## src/sv/lix_pkg.sv

```systemverilog
// ----------------------------------------------------------------------------
// lix_pkg: line intersection types and constants
// Word formats, internal stage records and derived widths for the
// Cramer's-rule intersection pipeline.
// ----------------------------------------------------------------------------
package lix_pkg;

  localparam int unsigned CoordW      = 16;
  localparam int unsigned DiffW       = CoordW + 1;
  localparam int unsigned CW          = 2 * CoordW + 2;
  localparam int unsigned DetW        = 2 * CoordW + 3;
  localparam int unsigned LoW         = CoordW + 1;
  localparam int unsigned HiW         = CW - LoW;
  localparam int unsigned PHiW        = DiffW + HiW + 1;
  localparam int unsigned PLoW        = DiffW + LoW + 2;
  localparam int unsigned NumW        = 3 * CoordW + 4;
  localparam int unsigned FrontStages = 6;
  localparam int unsigned NumStages   = FrontStages + CoordW;

  localparam logic signed [CoordW-1:0] MaxCoord = {1'b0, {(CoordW-1){1'b1}}};
  localparam logic signed [CoordW-1:0] MinCoord = {1'b1, {(CoordW-1){1'b0}}};

  typedef struct packed {
    logic signed [CoordW-1:0] point_a_x;
    logic signed [CoordW-1:0] point_a_y;
    logic signed [CoordW-1:0] point_b_x;
    logic signed [CoordW-1:0] point_b_y;
    logic signed [CoordW-1:0] point_c_x;
    logic signed [CoordW-1:0] point_c_y;
    logic signed [CoordW-1:0] point_d_x;
    logic signed [CoordW-1:0] point_d_y;
  } lix_in_t;

  typedef struct packed {
    logic                     meets;
    logic signed [CoordW-1:0] cross_x;
    logic signed [CoordW-1:0] cross_y;
    logic                     clipped;
  } lix_out_t;

  typedef struct packed {
    logic signed [DiffW-1:0]  a1;
    logic signed [DiffW-1:0]  b1;
    logic signed [DiffW-1:0]  a2;
    logic signed [DiffW-1:0]  b2;
    logic signed [CoordW-1:0] ax;
    logic signed [CoordW-1:0] ay;
    logic signed [CoordW-1:0] cx;
    logic signed [CoordW-1:0] cy;
  } coef_t;

  typedef struct packed {
    logic signed [DiffW-1:0] a1;
    logic signed [DiffW-1:0] b1;
    logic signed [DiffW-1:0] a2;
    logic signed [DiffW-1:0] b2;
    logic signed [CW-1:0]    c1;
    logic signed [CW-1:0]    c2;
    logic signed [DetW-1:0]  det;
  } cram_t;

  typedef struct packed {
    logic signed [PHiW-1:0] xh;
    logic signed [PLoW-1:0] xl;
    logic signed [PHiW-1:0] yh;
    logic signed [PLoW-1:0] yl;
    logic signed [DetW-1:0] det;
  } part_t;

  typedef struct packed {
    logic signed [NumW-1:0] nx;
    logic signed [NumW-1:0] ny;
    logic signed [DetW-1:0] det;
  } num_t;

  typedef struct packed {
    logic [NumW-1:0] mx;
    logic [NumW-1:0] my;
    logic [DetW-1:0] md;
    logic            neg_x;
    logic            neg_y;
    logic            par;
  } mag_t;

  typedef struct packed {
    logic [NumW-1:0]   rx;
    logic [NumW-1:0]   ry;
    logic [DetW-1:0]   md;
    logic [CoordW-1:0] qx;
    logic [CoordW-1:0] qy;
    logic              neg_x;
    logic              neg_y;
    logic              ovf_x;
    logic              ovf_y;
    logic              par;
  } div_t;

endpackage

```

## src/sv/lix_div_step.sv

```systemverilog
// ----------------------------------------------------------------------------
// lix_div_step: one restoring division stage
// Resolves one quotient bit of each coordinate, then shifts the remainder.
// ----------------------------------------------------------------------------
module lix_div_step import lix_pkg::*; (
  input  logic clk_i,
  input  logic en_i,
  input  div_t div_i,
  output div_t div_o
);

  div_t            step_d, step_q;
  logic [NumW-1:0] dsh, rx_n, ry_n;
  logic            bit_x, bit_y;

  always_comb begin
    dsh    = NumW'(div_i.md) << (CoordW - 1);
    bit_x  = (div_i.rx >= dsh);
    bit_y  = (div_i.ry >= dsh);
    rx_n   = bit_x ? div_i.rx - dsh : div_i.rx;
    ry_n   = bit_y ? div_i.ry - dsh : div_i.ry;
    step_d = div_i;
    step_d.rx = rx_n << 1;
    step_d.ry = ry_n << 1;
    step_d.qx = {div_i.qx[CoordW-2:0], bit_x};
    step_d.qy = {div_i.qy[CoordW-2:0], bit_y};
  end

  always_ff @(posedge clk_i) begin
    if (en_i) begin
      step_q <= step_d;
    end
  end

  assign div_o = step_q;

endmodule

```

## config.mk

```make
export PLATFORM = sky130hd
export DESIGN_NAME = lix_div_step
export DESIGN_NICKNAME = d
export VERILOG_FILES = /design/src/sv/lix_pkg.sv /design/src/sv/lix_div_step.sv
export SDC_FILE = /design/constraint.sdc
export NUM_CORES = 1
export LEC_CHECK = 0
export BUFFER_PORTS_ARGS = -buffer_cell sky130_fd_sc_hd__buf_4
export CORE_MARGIN = 2
export CORE_UTILIZATION = 45
export DETAILED_ROUTE_END_ITERATION = 16
export PLACE_DENSITY_LB_ADDON = 0.3
export REMOVE_ABC_BUFFERS = 1
export SETUP_SLACK_MARGIN = 0.05
export SYNTH_ARGS = -nofsm -noshare
export SYNTH_HDL_FRONTEND = slang
export SYNTH_SLANG_ARGS = --single-unit
```

## constraint.sdc

```tcl
create_clock -name clk_i -period 3.5 [get_ports clk_i]
set_input_delay 0.35 -clock clk_i [delete_from_list [all_inputs] [get_ports clk_i]]
set_output_delay 0.35 -clock clk_i [all_outputs]
set_load 0.01 [all_outputs]
```

==> summary.md <==
| Metric | Value |
|---|---|
| Run status | `completed` |
| Sw Ratio | `0.297` |
| Vias in the first global route | `8,584` |
| Achievable Freq | `316 MHz` |
| Initial DRC Count | `702` |
| Synth Cell Area | `10,100 um^2` |
| Row count | `54` |
| Layout Utilization | `0.639` |
| CTS max path bufs | `2` |
| Most numerous cell on the critical path | `buf_4` |
| Clock Pin Slew Worst Setup and Hold Paths | `0.08 ns` |
| Die height | `154 um` |
| Most common cell after layout, fill and taps aside | `buf_4` |
| Crit path cell chain | `buf_4 -> ha_1 -> fa_1 -> nand2b_1 -> a21oi_1 -> o41ai_2 -> buf_4 -> a21o_1 -> o31ai_1 -> buf_4 -> a211oi_1 -> o311ai_0 -> buf_4 -> xor2_1 -> mux2_2` |
| Tightest Pin Transition | `0.663 ns` |
| Worst Slack Setup Final | `0.336 ns` |
| Detailed Place HPWL | `23,500 um` |
| Slowest stage cell, crit path | `o311ai_0` |
| Initial antenna violation count | `0` |
| Worst Setup End Kind | `flip-flop` |
| CP delay by family, top | `compound AO/OA/AOI/OAI gates` |
| Net load switching power | `0.00192 W` |
| Area grow syn2layout | `38.4%` |
| Clk sinks | `174` |
| HP Class | `in2reg` |
| Total CTS buffers | `17` |
| Fraction of layout cells with a size suffix above 1 | `0.335` |
| Congestion Overflow GR | `0` |
| GRT Util Overall | `0.246` |
| Final #Nets | `1,579` |
| Synth area leaders | `edfxtp_1 52%, ha_1 8.6%, a21oi_1 5.8%` |
| Max-Cap Viols | `0` |
| Post-synthesis sequential area ratio | `0.516` |
| CP max stage delay | `0.40 ns` |
| Antenna Cells | `0` |
| Synth cell types | `62` |
| Largest net degree at the start of global routing | `76` |
| Top-area cell type share of the netlist area | `0.516` |
| Yosys top cell by area | `edfxtp_1` |
| Commonest cells after routing, fill and taps aside | `394 x buf_4, 174 x edfxtp_1, 118 x a21oi_1` |
| Post-CTS Hold Fix Bufs | `0` |
| Leakage | `6.21 nW` |
| Final setup fails | `0` |
| Hold-critical path depth | `1` |
| Slew margin rel. | `0.554` |
| CTS tree | `done` |
| Maximum vdd drop | `0.295 mV` |
| CTS HTree Levels | `4` |
| DR vias/cell | `5.45` |
| Core Region | `22,000 um^2` |
| IO Port Bufs | `349` |
| First-pass GRT wire length | `45,400 um` |
| HP Start | `div_i[11]` |
| Initial Util | `0.461` |
| Detailed Route WL | `29,900 um` |
| Dpl ws | `-0.138 ns` |
| Post-Syn Instances | `941` |
| Share of flip-flops with an asynchronous set or reset after synthesis | `0` |
| Final hold slack | `0.0859 ns` |
| Post-synth EDFFs | `174` |
| Max FO, Critical Path | `2` |
| Post-route ant nets | `0` |
| WP buf/inv | `4` |
| Int Pwr | `0.00455 W` |
| DR vias | `8,838` |
| Final Hold Fails | `0` |
| Crit path DAT | `3.35 ns` |
| Max Slew Vio Count | `0` |
| Root Buffer | `clkbuf_16` |
| Unrepaired setup endpoints after global routing | `false` |
| Drt pass-1 iters | `5` |
| Setup crit start kind | `primary input` |
| Synth warnings | `0` |
| Comb pwr share | `0.271` |
| Power Density | `461 nW/um^2` |
| Synth Area per Inst | `10.8 um^2` |
| Top FF cell, synth | `edfxtp_1` |
| Clock period minus worst slack | `3.16 ns` |
| Hold Path End | `div_o[12]$_DFFE_PP_` |
| Sequential Power Share | `0.411` |
| Flops & latches, synth | `174` |
| WL/cell | `18.4 um` |
| Crit path kind | `in2reg` |
| Final worst path period share | `0.904` |
| Setup TNS | `0 ns` |
| CP required | `3.68 ns` |
| Die W | `154 um` |
| Clk pwr share | `0.318` |
| Routability Congestion | `0.927` |
| Top Ports | `354` |
| Largest register FFs | `174` |
| Die ar. | `23,700 um^2` |
| # DRC | `0` |
[timing repair]
action	CTS	global route
endpoints found under the setup margin	0	1
buffers inserted	0	0
resized for setup	0	1
[metal layers]
layer / GRT usage / part of all wire / vias up / wire length (um)
met2: 0.421 / 0.49 / 337 / 14600
met1: 0.311 / 0.41 / 4169 / 12400
met5: 0 / 0 / - / 0
met4: 0.0521 / 0.015 / 0 / 450
met3: 0.0730 / 0.084 / 28 / 2500
li1: - / - / 4304 / -
[worst max-delay path by stage]
| stage | depth (start not counted) | to | from |
|---|---|---|---|
| global placement | 15 | div_o[120]$_DFFE_PP_ | div_i[37] |
| CTS | 15 | div_o[120]$_DFFE_PP_ | div_i[37] |
| global route | 15 | div_o[120]$_DFFE_PP_ | div_i[37] |
| finish | 15 | div_o[120]$_DFFE_PP_ | div_i[37] |
| floorplan | 11 | div_o[110]$_DFFE_PP_ | div_i[38] |
| detailed placement | 15 | div_o[120]$_DFFE_PP_ | div_i[37] |
[logic make-up (layout without fill, tap and decap cells)]
family                   Yosys count  in the layout  share of synthesized area
XOR/XNOR                          59             59                     0.0510
multiplexers                       7              7                    0.00914
buffers and inverters             87            487                     0.0363
AND/OR/NAND/NOR                  244            244                      0.110
other                              1              2                   0.000370
flip-flops                       174            174                      0.516
adder cells (fa/ha/maj)           72             72                     0.0904
AO/OA/AOI/OAI                    297            297                      0.187
[cell type report]
cell class	instances	area (um^2)
multi-input combinational	681	4550
tap	280	350
inverter	56	210
clock buffer	17	425
timing repair buffer	399	3050
clock inverter	15	218
fill	1848	7930
sequential	174	5230
[power by group through the flow]
stage          sequential (W)  clock (W)  combinational, W
6_report              0.00266    0.00206           0.00175
3_5_place_dp          0.00270          0           0.00174
5_1_grt               0.00268    0.00218           0.00191
2_1_floorplan         0.00283          0          0.000755
4_1_cts               0.00266    0.00210           0.00175
3_3_place_gp          0.00270          0           0.00172
[synth_stat cells, drive strengths merged (17+ instances only)]
master,n
a21o,41
a21oi,119
clkbuf,17
edfxtp,174
ha,70
inv,56
nand2,76
nand4,23
nor2,84
o21ai,60
xnor2,35
xor2,24
[through the flow]
| step | instances | instance area (um^2) | total power (W) |
|---|---|---|---|
| final | 1622 | 14000 | 0.00647 |
| after CTS | 1622 | 14000 | 0.00650 |
| after detailed placement | 1590 | 13400 | 0.00444 |
| after floorplan | 911 | 9980 | 0.00359 |
| after global placement | 1590 | 13400 | 0.00442 |
| after global routing | 1622 | 14000 | 0.00677 |
(Power assumes the default switching activity.)
