`config.mk`:
```
export PLATFORM = sky130hd
export DESIGN_NAME = lix_norm
export DESIGN_NICKNAME = d
export VERILOG_FILES = /design/src/sv/lix_pkg.sv /design/src/sv/lix_norm.sv
export SDC_FILE = /design/constraint.sdc
export NUM_CORES = 1
export LEC_CHECK = 0
export BUFFER_PORTS_ARGS = -buffer_cell sky130_fd_sc_hd__buf_2
export CAP_MARGIN = 20
export CORE_UTILIZATION = 45
export CTS_BUF_LIST = sky130_fd_sc_hd__clkbuf_8
export DETAILED_ROUTE_END_ITERATION = 12
export PLACE_DENSITY = 0.68
export SLEW_MARGIN = 15
export SYNTH_ARGS = -nofsm -noshare
export SYNTH_HDL_FRONTEND = slang
export SYNTH_SLANG_ARGS = --single-unit
```
`constraint.sdc`:
```
create_clock -name clk_i -period 5.2 [get_ports clk_i]
set_input_delay 0.78 -clock clk_i [delete_from_list [all_inputs] [get_ports clk_i]]
set_output_delay 0.78 -clock clk_i [all_outputs]
set_load 0.1 [all_outputs]
```
`src/sv/lix_pkg.sv`:
```
// ----------------------------------------------------------------------------
// lix_pkg: line intersection types and constants
// Word formats, internal stage records and derived widths for the
// Cramer's-rule intersection pipeline.
// ----------------------------------------------------------------------------
package lix_pkg;

  localparam int unsigned CoordW      = 16;
  localparam int unsigned DiffW       = CoordW + 1;
  localparam int unsigned CW          = 2 * CoordW + 2;
  localparam int unsigned DetW        = 2 * CoordW + 3;
  localparam int unsigned LoW         = CoordW + 1;
  localparam int unsigned HiW         = CW - LoW;
  localparam int unsigned PHiW        = DiffW + HiW + 1;
  localparam int unsigned PLoW        = DiffW + LoW + 2;
  localparam int unsigned NumW        = 3 * CoordW + 4;
  localparam int unsigned FrontStages = 6;
  localparam int unsigned NumStages   = FrontStages + CoordW;

  localparam logic signed [CoordW-1:0] MaxCoord = {1'b0, {(CoordW-1){1'b1}}};
  localparam logic signed [CoordW-1:0] MinCoord = {1'b1, {(CoordW-1){1'b0}}};

  typedef struct packed {
    logic signed [CoordW-1:0] point_a_x;
    logic signed [CoordW-1:0] point_a_y;
    logic signed [CoordW-1:0] point_b_x;
    logic signed [CoordW-1:0] point_b_y;
    logic signed [CoordW-1:0] point_c_x;
    logic signed [CoordW-1:0] point_c_y;
    logic signed [CoordW-1:0] point_d_x;
    logic signed [CoordW-1:0] point_d_y;
  } lix_in_t;

  typedef struct packed {
    logic                     meets;
    logic signed [CoordW-1:0] cross_x;
    logic signed [CoordW-1:0] cross_y;
    logic                     clipped;
  } lix_out_t;

  typedef struct packed {
    logic signed [DiffW-1:0]  a1;
    logic signed [DiffW-1:0]  b1;
    logic signed [DiffW-1:0]  a2;
    logic signed [DiffW-1:0]  b2;
    logic signed [CoordW-1:0] ax;
    logic signed [CoordW-1:0] ay;
    logic signed [CoordW-1:0] cx;
    logic signed [CoordW-1:0] cy;
  } coef_t;

  typedef struct packed {
    logic signed [DiffW-1:0] a1;
    logic signed [DiffW-1:0] b1;
    logic signed [DiffW-1:0] a2;
    logic signed [DiffW-1:0] b2;
    logic signed [CW-1:0]    c1;
    logic signed [CW-1:0]    c2;
    logic signed [DetW-1:0]  det;
  } cram_t;

  typedef struct packed {
    logic signed [PHiW-1:0] xh;
    logic signed [PLoW-1:0] xl;
    logic signed [PHiW-1:0] yh;
    logic signed [PLoW-1:0] yl;
    logic signed [DetW-1:0] det;
  } part_t;

  typedef struct packed {
    logic signed [NumW-1:0] nx;
    logic signed [NumW-1:0] ny;
    logic signed [DetW-1:0] det;
  } num_t;

  typedef struct packed {
    logic [NumW-1:0] mx;
    logic [NumW-1:0] my;
    logic [DetW-1:0] md;
    logic            neg_x;
    logic            neg_y;
    logic            par;
  } mag_t;

  typedef struct packed {
    logic [NumW-1:0]   rx;
    logic [NumW-1:0]   ry;
    logic [DetW-1:0]   md;
    logic [CoordW-1:0] qx;
    logic [CoordW-1:0] qy;
    logic              neg_x;
    logic              neg_y;
    logic              ovf_x;
    logic              ovf_y;
    logic              par;
  } div_t;

endpackage

```
`src/sv/lix_norm.sv`:
```
// ----------------------------------------------------------------------------
// lix_norm: numerator assembly and divider setup
// Three stages: join partial products, take magnitudes and quotient signs,
// then flag quotients too large for the coordinate width.
// ----------------------------------------------------------------------------
module lix_norm import lix_pkg::*; (
  input  logic  clk_i,
  input  logic  en_i,
  input  part_t part_i,
  output div_t  div_o
);

  num_t s4_d, s4_q;
  mag_t s5_d, s5_q;
  div_t s6_d, s6_q;

  logic signed [NumW-1:0] xh_ext, xl_ext, yh_ext, yl_ext;
  logic        [NumW-1:0] dsh;

  always_comb begin
    xh_ext   = NumW'(part_i.xh);
    xl_ext   = NumW'(part_i.xl);
    yh_ext   = NumW'(part_i.yh);
    yl_ext   = NumW'(part_i.yl);
    s4_d.nx  = (xh_ext <<< LoW) + xl_ext;
    s4_d.ny  = (yh_ext <<< LoW) + yl_ext;
    s4_d.det = part_i.det;
  end

  always_comb begin
    s5_d.mx    = s4_q.nx[NumW-1] ? NumW'(-s4_q.nx) : NumW'(s4_q.nx);
    s5_d.my    = s4_q.ny[NumW-1] ? NumW'(-s4_q.ny) : NumW'(s4_q.ny);
    s5_d.md    = s4_q.det[DetW-1] ? DetW'(-s4_q.det) : DetW'(s4_q.det);
    s5_d.neg_x = s4_q.nx[NumW-1] ^ s4_q.det[DetW-1];
    s5_d.neg_y = s4_q.ny[NumW-1] ^ s4_q.det[DetW-1];
    s5_d.par   = (s4_q.det == '0);
  end

  always_comb begin
    dsh        = NumW'(s5_q.md) << CoordW;
    s6_d.rx    = s5_q.mx;
    s6_d.ry    = s5_q.my;
    s6_d.md    = s5_q.md;
    s6_d.qx    = '0;
    s6_d.qy    = '0;
    s6_d.neg_x = s5_q.neg_x;
    s6_d.neg_y = s5_q.neg_y;
    s6_d.ovf_x = (s5_q.mx >= dsh);
    s6_d.ovf_y = (s5_q.my >= dsh);
    s6_d.par   = s5_q.par;
  end

  always_ff @(posedge clk_i) begin
    if (en_i) begin
      s4_q <= s4_d;
      s5_q <= s5_d;
      s6_q <= s6_d;
    end
  end

  assign div_o = s6_q;

endmodule

```
==> results.ini <==
[run_status]
outcome=complete, but fails checks
violations=design-rule violations

[sta]
setup_viol=0
drv_slew=0
layout_setup_ws_ns=1.24
period_minus_slack_ns=3.96
period_share_pct=76.1
worstMarginPinSlew_ns=0.832
slew-limit-headroom_pct=43.1
tns_ns=0
max_freq_ghz=0.253
finalHoldViolations=0
fin_worst_skew_ns=0.0255
rsz0062_at_grt=no

[yosys]
synth_seq_area_share_pct=60.4
synth_warnings=0
netlist_top_cells_count=425 x edfxtp_1, 176 x xnor2_1, 141 x ha_1, 88 x nand2_1, 88 x o21ai_0
ys_seq_elements=425
synth.cell_area_um2=21100
synthTopCellsByArea=edfxtp_1 60%, ha_1 8.3%, xnor2_1 7.3%, a21o_1 2.4%, o21ai_0 2.1%
async_flop_share_pct=0
yosysMostFrequentCell=edfxtp_1
synth_edf_count=425
yosysTopAreaCellShare_pct=60.4
synthCells=1604
ys.flop_type=edfxtp_1
syn_area_per_cell_um2=13.2
ys_types=61
yosys.area.top_type=edfxtp_1

[worst_hold_path]
hold_path.class=primary input to register

[clocking]
numCtsBuffers=67
cts-resized-gates=0
cts_setup_buffers=0
clock_path_buffers=3
cts_tree=yes
clock_sink_count=425
hold_buffers=0
cts_htree_levels=3
clk_latency_ns=0.61
cts_root_buf=clkbuf_8
clk_transition_reported_paths_ns=0.07

[finish]
drive_gt1_share_pct=21.9
fill_cells=3995
multiInputGateArea_um2=7830
layout.nets=2285
regArea_um2=12800
fin_area_um2=24600
synthToLayoutAreaGrowth_pct=16.5

[floorplan]
die-area_um2=47800
initial_core_util_pct=45.5
rows=79
io_pins=355
die_h_um=219
die-width_um=219
coreArea_um2=46500

[global_routing]
grt_antenna_before_repair=4
overflow=0
grt_use_total_pct=20.3
grt_max_degree=108
grt_first_pass_wirelength_um=74000
grt_pass1_vias=13668

[place]
post-place-ws_ns=1.31
port-buffer-count=322
dp_hpwl_um=38100
gp_congestion=0.883
postPlaceCellArea_um2=23300

[drt]
viasPerCell=5.33
dr.pass1.iters=10
ant_nets=0
post_drt_wl_per_cell_um=18.9
drt_iter0_markers=1056
totalWireLength_um=49600
vias=13960
route.detailed.drc=1

[power]
leakagePower_uw=0.00977
ir_drop_v=0.000282
power_density_nw_per_um2=408
power.total_uw=10000

[worst_setup_path]
start_kind=register
cp-end-kind=register
critical_path_required_ns=5.54
crit_family=simple AND/OR/NAND/NOR gates
path_class=register to register
cp_cell_sequence=or4_1 > or3_1 > or4_1 > or3_1 > or4_1 > or3_1 > o21ai_0 > xnor2_1
crit_path_max_fanout=6
slowest_delay_ns=0.58
path_buf_inv=0
slowest_stage=or4_1
critPathArrivalTime_ns=4.30

[job]
drv_cap=0

==> final timing paths <==
path | end | from | slack (ns) | cells past startpoint
setup / recovery | s5_q[82] | s4_q[48] | 1.24 | 8
hold reg to reg | div_o[4] | s5_q[2] | 0.43 | 0
hold / removal | s4_q[99] | part_i[118] | 0.35 | 1
setup reg to reg | s5_q[82] | s4_q[48] | 1.24 | 8
==> cell type report <==
class                      instances  share of cell area, %
antenna                            4                 0.0406
clock buffer                      69                   3.86
clock inverter                    47                   1.39
inverter                          70                   1.07
multi-input combinational       1068                   31.8
sequential                       425                   51.8
tap                              607                   3.08
timing repair buffer             331                   6.96
==> cells by family after synthesis <==
logic type | synth area share, %
compound gates | 11.8
flops | 60.4
fa+ha+maj | 8.54
buf+inv | 3.13
simple gates | 7.95
xor+xnor | 8.21
other cells | 0.0177
==> stage by stage <==
stage / std cells / util [%] / hold slack [ns]
6_report: 2621 / 53.0 / 0.347
5_1_grt: 2621 / 53.0 / 0.307
4_1_cts: 2617 / 53.0 / 0.298
3_5_place_dp: 2501 / 50.2 / 0.418
3_3_place_gp: 2501 / 50.2 / 0.404
2_1_floorplan: 1635 / - / 0.400
==> power by group <==
group | total, uW | switching, uW | internal [uW]
clock | 2780 | 1290 | 1490
sequential | 4720 | 320 | 4400
combinational | 2540 | 1820 | 725
==> state kept, by name, summed over array words and instances (netlist names) <==
signal,flops
div_o,144
s5_q,107
s4_q,139
dsh,35
==> metal layers <==
layer / wire [um] / track usage, % / part of all wire (%) / vias up
met5: 0 / 0 / 0 / -
met1: 21100 / 25.6 / 43 / 6701
li1: - / - / - / 6760
met4: 1500 / 8.91 / 3.0 / 0
met2: 24500 / 34.5 / 49 / 419
met3: 2520 / 3.27 / 5.1 / 80
==> worst reg2reg max path, stage by stage (launching register included) <==
cell and delay [ns]:
edfxtp_1 0.44, or4_1 0.58, or3_1 0.36, or4_1 0.56, or3_1 0.46, or4_1 0.55, or3_1 0.42, o21ai_0 0.24
xnor2_1 0.10
==> cells in the final DEF (no fill, tap or decap), drive strengths merged, types with 19 or more instances in the layout <==
| master | instances |
|---|---|
| a21o | 67 |
| a21oi | 80 |
| buf | 331 |
| clkbuf | 69 |
| clkinv | 19 |
| conb | 32 |
| edfxtp | 425 |
| ha | 141 |
| inv | 89 |
| nand2 | 88 |
| nand2b | 20 |
| nand3 | 21 |
| nand4 | 21 |
| nor2 | 48 |
| o21ai | 90 |
| o31ai | 42 |
| o41ai | 20 |
| or3 | 23 |
| or4 | 21 |
| xnor2 | 176 |
| xor2 | 22 |
Note: power is estimated with default switching activity, not from simulation.
