<file path="src/sv/lix_pkg.sv">
// ----------------------------------------------------------------------------
// lix_pkg: line intersection types and constants
// Word formats, internal stage records and derived widths for the
// Cramer's-rule intersection pipeline.
// ----------------------------------------------------------------------------
package lix_pkg;

  localparam int unsigned CoordW      = 16;
  localparam int unsigned DiffW       = CoordW + 1;
  localparam int unsigned CW          = 2 * CoordW + 2;
  localparam int unsigned DetW        = 2 * CoordW + 3;
  localparam int unsigned LoW         = CoordW + 1;
  localparam int unsigned HiW         = CW - LoW;
  localparam int unsigned PHiW        = DiffW + HiW + 1;
  localparam int unsigned PLoW        = DiffW + LoW + 2;
  localparam int unsigned NumW        = 3 * CoordW + 4;
  localparam int unsigned FrontStages = 6;
  localparam int unsigned NumStages   = FrontStages + CoordW;

  localparam logic signed [CoordW-1:0] MaxCoord = {1'b0, {(CoordW-1){1'b1}}};
  localparam logic signed [CoordW-1:0] MinCoord = {1'b1, {(CoordW-1){1'b0}}};

  typedef struct packed {
    logic signed [CoordW-1:0] point_a_x;
    logic signed [CoordW-1:0] point_a_y;
    logic signed [CoordW-1:0] point_b_x;
    logic signed [CoordW-1:0] point_b_y;
    logic signed [CoordW-1:0] point_c_x;
    logic signed [CoordW-1:0] point_c_y;
    logic signed [CoordW-1:0] point_d_x;
    logic signed [CoordW-1:0] point_d_y;
  } lix_in_t;

  typedef struct packed {
    logic                     meets;
    logic signed [CoordW-1:0] cross_x;
    logic signed [CoordW-1:0] cross_y;
    logic                     clipped;
  } lix_out_t;

  typedef struct packed {
    logic signed [DiffW-1:0]  a1;
    logic signed [DiffW-1:0]  b1;
    logic signed [DiffW-1:0]  a2;
    logic signed [DiffW-1:0]  b2;
    logic signed [CoordW-1:0] ax;
    logic signed [CoordW-1:0] ay;
    logic signed [CoordW-1:0] cx;
    logic signed [CoordW-1:0] cy;
  } coef_t;

  typedef struct packed {
    logic signed [DiffW-1:0] a1;
    logic signed [DiffW-1:0] b1;
    logic signed [DiffW-1:0] a2;
    logic signed [DiffW-1:0] b2;
    logic signed [CW-1:0]    c1;
    logic signed [CW-1:0]    c2;
    logic signed [DetW-1:0]  det;
  } cram_t;

  typedef struct packed {
    logic signed [PHiW-1:0] xh;
    logic signed [PLoW-1:0] xl;
    logic signed [PHiW-1:0] yh;
    logic signed [PLoW-1:0] yl;
    logic signed [DetW-1:0] det;
  } part_t;

  typedef struct packed {
    logic signed [NumW-1:0] nx;
    logic signed [NumW-1:0] ny;
    logic signed [DetW-1:0] det;
  } num_t;

  typedef struct packed {
    logic [NumW-1:0] mx;
    logic [NumW-1:0] my;
    logic [DetW-1:0] md;
    logic            neg_x;
    logic            neg_y;
    logic            par;
  } mag_t;

  typedef struct packed {
    logic [NumW-1:0]   rx;
    logic [NumW-1:0]   ry;
    logic [DetW-1:0]   md;
    logic [CoordW-1:0] qx;
    logic [CoordW-1:0] qy;
    logic              neg_x;
    logic              neg_y;
    logic              ovf_x;
    logic              ovf_y;
    logic              par;
  } div_t;

endpackage

</file>
<file path="src/sv/lix_out.sv">
// ----------------------------------------------------------------------------
// lix_out: saturation and output queue
// Applies sign and range limits to the quotients and holds results in a
// two-entry queue; a full queue freezes the pipeline.
// ----------------------------------------------------------------------------
module lix_out import lix_pkg::*; (
  input  logic     clk_i,
  input  logic     rst_ni,
  input  logic     vld_i,
  input  div_t     div_i,
  output logic     en_o,
  output logic     out_valid_o,
  input  logic     out_stall_i,
  output lix_out_t out_word_o
);

  localparam logic [CoordW-1:0] HalfRange = {1'b1, {(CoordW-1){1'b0}}};
  localparam logic [1:0]        QueueFull = 2'd2;

  lix_out_t   res;
  lix_out_t   slot0_d, slot0_q, slot1_d, slot1_q;
  logic [1:0] cnt_d, cnt_q;
  logic       push, pop;
  logic [CoordW:0] sat_x, sat_y;

  // returns {clip, value}
  function automatic logic [CoordW:0] sat(input logic [CoordW-1:0] q,
                                          input logic neg, input logic ovf);
    logic [CoordW:0] r;
    if (ovf) begin
      r = {1'b1, neg ? MinCoord : MaxCoord};
    end else if (neg) begin
      if (q > HalfRange) begin
        r = {1'b1, MinCoord};
      end else begin
        r = {1'b0, CoordW'(-q)};
      end
    end else if (q[CoordW-1]) begin
      r = {1'b1, MaxCoord};
    end else begin
      r = {1'b0, q};
    end
    return r;
  endfunction

  always_comb begin
    sat_x = sat(div_i.qx, div_i.neg_x, div_i.ovf_x);
    sat_y = sat(div_i.qy, div_i.neg_y, div_i.ovf_y);
    if (div_i.par) begin
      res.meets   = 1'b0;
      res.cross_x = MaxCoord;
      res.cross_y = MaxCoord;
      res.clipped = 1'b0;
    end else begin
      res.meets   = 1'b1;
      res.cross_x = sat_x[CoordW-1:0];
      res.cross_y = sat_y[CoordW-1:0];
      res.clipped = sat_x[CoordW] | sat_y[CoordW];
    end
  end

  assign en_o        = (cnt_q != QueueFull);
  assign out_valid_o = (cnt_q != 2'd0);
  assign push        = vld_i & en_o;
  assign pop         = out_valid_o & ~out_stall_i;

  always_comb begin
    slot0_d = slot0_q;
    slot1_d = slot1_q;
    cnt_d   = cnt_q;
    case ({push, pop})
      2'b10: begin
        if (cnt_q == 2'd0) begin
          slot0_d = res;
        end else begin
          slot1_d = res;
        end
        cnt_d = cnt_q + 2'd1;
      end
      2'b01: begin
        slot0_d = slot1_q;
        cnt_d   = cnt_q - 2'd1;
      end
      2'b11: begin
        slot0_d = res;
      end
      default: ;
    endcase
  end

  always_ff @(posedge clk_i or negedge rst_ni) begin
    if (!rst_ni) begin
      cnt_q <= 2'd0;
    end else begin
      cnt_q <= cnt_d;
    end
  end

  always_ff @(posedge clk_i) begin
    slot0_q <= slot0_d;
    slot1_q <= slot1_d;
  end

  assign out_word_o = slot0_q;

endmodule

</file>
<file path="config.mk">
export PLATFORM = sky130hd
export DESIGN_NAME = lix_out
export DESIGN_NICKNAME = d
export VERILOG_FILES = /design/src/sv/lix_pkg.sv /design/src/sv/lix_out.sv
export SDC_FILE = /design/constraint.sdc
export NUM_CORES = 1
export LEC_CHECK = 0
export BUFFER_PORTS_ARGS = -buffer_cell sky130_fd_sc_hd__clkbuf_2
export CORE_UTILIZATION = 41
export DETAILED_ROUTE_END_ITERATION = 16
export PLACE_DENSITY_LB_ADDON = 0.25
export SLEW_MARGIN = 10
export SYNTH_ARGS = -nofsm -noshare
export SYNTH_HDL_FRONTEND = slang
export SYNTH_SLANG_ARGS = --single-unit
export TNS_END_PERCENT = 50
</file>
<file path="constraint.sdc">
create_clock -name clk_i -period 2.9 [get_ports clk_i]
set_input_delay 0 -clock clk_i [delete_from_list [all_inputs] [get_ports clk_i]]
set_output_delay 0 -clock clk_i [all_outputs]
set_load 0.005 [all_outputs]
</file>
==> impl_metrics.env <==
export IMPL_cts_buffers_inserted=9
export IMPL_core_sq_um=9770
export IMPL_netlist_top_cells_area="edfxtp_1 (50%), nor2_1 (3.8%), nand2_1 (3.1%)"
export IMPL_cts_reportedPaths_clkPinSlew_ns=0.08
export IMPL_initialDrtViolationCount=330
export IMPL_yosys_area_top_type="edfxtp_1"
export IMPL_fp_dieH_um=102
export IMPL_crit_chain="nor2_1, nor2_1, ha_1, nor3_1, buf_4, o21ai_0, a21oi_1, nor3_1"
export IMPL_clock_path_buffers=2
export IMPL_pin_count=216
export IMPL_first_global_vias=3151
export IMPL_finalSetupViolCount=0
export IMPL_dieArea_sq_um=10400
export IMPL_ys_seq_elements=70
export IMPL_syn_avg_cell_area_sq_um=10.2
export IMPL_hold_end="slot1_q[15]"
export IMPL_synthCells=405
export IMPL_reg2reg_from="cnt_q[0]"
export IMPL_drc=0
export IMPL_yosysMostFrequentCell="edfxtp_1"
export IMPL_drv_slew=0
export IMPL_cap_violations=0
export IMPL_nFillCells=920
export IMPL_root_buffer="clkbuf_8"
export IMPL_peakVddDrop_v=0.000435
export IMPL_hold_depth=3
export IMPL_syn_cell_area_sq_um=4120
export IMPL_max_freq_mhz=439
export IMPL_rsz0062_at_grt="no"
export IMPL_die_x_um=102
export IMPL_hpwlAfterDp_mm=7.33
export IMPL_synth_compound_area_share=0.193
export IMPL_antenna_diode_count=0
export IMPL_finClkSkew_ns=0.00980
export IMPL_critical_path_arrival_ns=2.36
export IMPL_htreeDepth=3
export IMPL_cellLeakagePower_uw=0.00178
export IMPL_vias=3518
export IMPL_synth_warnings=0
export IMPL_clock_latency_ns=0.35
export IMPL_rrSetupSlack_ns=0.62
export IMPL_post_cts_buffers=0
export IMPL_critPathLaunchType="register"
export IMPL_required_ns=2.98
export IMPL_hp_start="div_i[19]"
export IMPL_grt_pass1_wl_mm=16.6
export IMPL_synth_top_flop_cell="edfxtp_1"
export IMPL_synth_top_family_by_area="simple AND/OR/NAND/NOR gates"
export IMPL_cp_end_kind="register"
export IMPL_min_period_ns=2.28
export IMPL_power_density_nw_per_um2=665
export IMPL_grt_usage=0.211
export IMPL_yosysTopAreaCellShare=0.496
export IMPL_overflow=0
export IMPL_wire_per_inst_um=16.7
export IMPL_synth_edf_count=68
export IMPL_fp_row_count=36
export IMPL_yosys_area_share_xor_xnor=0.0170
export IMPL_tritoncts="yes"
export IMPL_worstHoldPathType="input port to register"
export IMPL_critPathMaxFanout=11
export IMPL_timing_final_crit_share=0.785
export IMPL_worstRegToRegCells=8
export IMPL_rr_endpoint="out_word_o[14]"
export IMPL_synth_nets=589
export IMPL_area_growth_pct=18.4
export IMPL_hold_violations=0
export IMPL_crit_path_max_incr_delay_ns=0.42
export IMPL_io_buffers=76
export IMPL_finalPower_uw=3240
export IMPL_synth_cell_types=69
export IMPL_drt_total_wl_mm=10.4
export IMPL_synth_simple_area_share=0.200
export IMPL_tns_ns=0
export IMPL_num_nets_final=667
export IMPL_grt_max_degree=35
export IMPL_tightest_slew_ns=0.742
export IMPL_drive_gt1_frac=0.256
export IMPL_synth_mux_area_frac=0.0289
export IMPL_antenna_found_initial=0
export IMPL_ys_seq_area_frac=0.508
export IMPL_crit_type="register to register"
export IMPL_ant_nets=0
export IMPL_synthArstFlopShare=0.0286
export IMPL_relSlewSlack=0.501
export IMPL_place_gp_congestion=0.913
export IMPL_vias_per_cell=5.67
export IMPL_cts_sinks=70
export IMPL_synthTopCellsByCount="edfxtp_1 (68), nor2_1 (42), nand2_1 (34)"
export IMPL_synthAdderAreaFrac=0.0122
export IMPL_initial_utilization=0.421
export IMPL_status="finished, final reports clean"
export IMPL_dr_pass1_iters=5
export IMPL_crit_slowest_cell="dfrtp_1"
## worst max-delay path, delay by kind of cell, from the launching register on
family                     cells  cell delay (ns)
adders and majority gates      1             0.38
and+or+nand+nor                4             0.74
DFF                            1             0.42
AOI/OAI and AO/OA              2             0.25
buffers and inverters          1             0.23
## registers in the layout (all words and copies together), names as in the netlist
signal / cells
cnt_q: 2
out_word_o: 34
slot1_q: 34
## power by group
group          switching [uW]  leakage [uW]  internal [uW]  total [uW]
Sequential               73.2      0.000641           1480        1560
Combinational             551       0.00104            367         918
Clock                     371     0.0000945            391         762
Total                     995       0.00178           2240        3240
## stage by stage
| stage | hold slack [ns] | setup WS, ns | util | instances | cell area [sq um] |
|---|---|---|---|---|---|
| 4_1_cts | 0.0412 | 0.617 | 0.498 | 621 | 4870 |
| 5_1_grt | 0.0710 | 0.363 | 0.498 | 621 | 4870 |
| 2_1_floorplan | -0.296 | 0.0482 | - | 405 | 4120 |
| 3_5_place_dp | -0.211 | 0.596 | 0.476 | 602 | 4650 |
| 3_3_place_gp | -0.212 | 0.610 | 0.476 | 602 | 4650 |
| 6_report | 0.0598 | 0.623 | 0.498 | 621 | 4870 |
## cells by family after synthesis
logic type,after synthesis
AND/OR/NAND/NOR,157
AO/OA/AOI/OAI,112
flip-flops,70
buffers and inverters,43
multiplexers,11
XOR/XNOR,8
adder cells (fa/ha/maj),4
## final cells by class
class	instances	area [sq um]	area share
Clock buffer	9	124	0.0254
Clock inverter	7	63.8	0.0131
Inverter	20	75.1	0.0154
Multi-Input combinational cell	292	1860	0.381
Sequential cell	70	2090	0.429
Tap cell	133	166	0.0342
Timing Repair Buffer	90	493	0.101
## routing by layer
layer	vias to the layer above	share of wire	track usage
met4	0	0.010	0.0637
met2	115	0.47	0.326
met5	-	0	0
met1	1676	0.48	0.306
li1	1717	-	-
met3	10	0.045	0.0308
## layout by cell type, fill, tap and decap left out, types with 5 or more instances in the layout
master / synthesis / routed
nand2_1: 34 / 34
xnor2_1: 5 / 5
a2bb2oi_1: 6 / 6
o21ai_0: 22 / 22
edfxtp_1: 68 / 68
a21oi_1: 24 / 24
buf_4: 0 / 11
nor2b_1: 8 / 7
clkbuf_8: 0 / 9
o31ai_1: 6 / 6
inv_1: 18 / 18
nand4_1: 6 / 6
a21o_1: 5 / 5
or3_1: 5 / 5
or2_2: 6 / 6
nand3_1: 6 / 6
clkbuf_2: 0 / 76
mux2_2: 7 / 7
nor4_1: 8 / 8
nor2_1: 42 / 42
nor3_1: 17 / 17
## what timing repair did
item                                    in CTS  in global routing
hold endpoints to repair                     3                  0
gates resized for setup                      0                  0
endpoints found under the setup margin       0                  0
hold buffers                                 3                  0
## worst max-delay path by stage
stage	to	start	cells after the start	slack [ns]
floorplan	slot1_q[0]	cnt_q[0]	5	0.05
global placement	out_word_o[11]	div_i[5]	8	0.61
detailed placement	slot1_q[23]	div_i[21]	8	0.60
CTS	out_word_o[25]	cnt_q[0]	6	0.62
global route	out_word_o[12]	cnt_q[0]	8	0.36
finish	out_word_o[14]	cnt_q[0]	8	0.62
No activity file was read; power rests on OpenSTA's default activity.
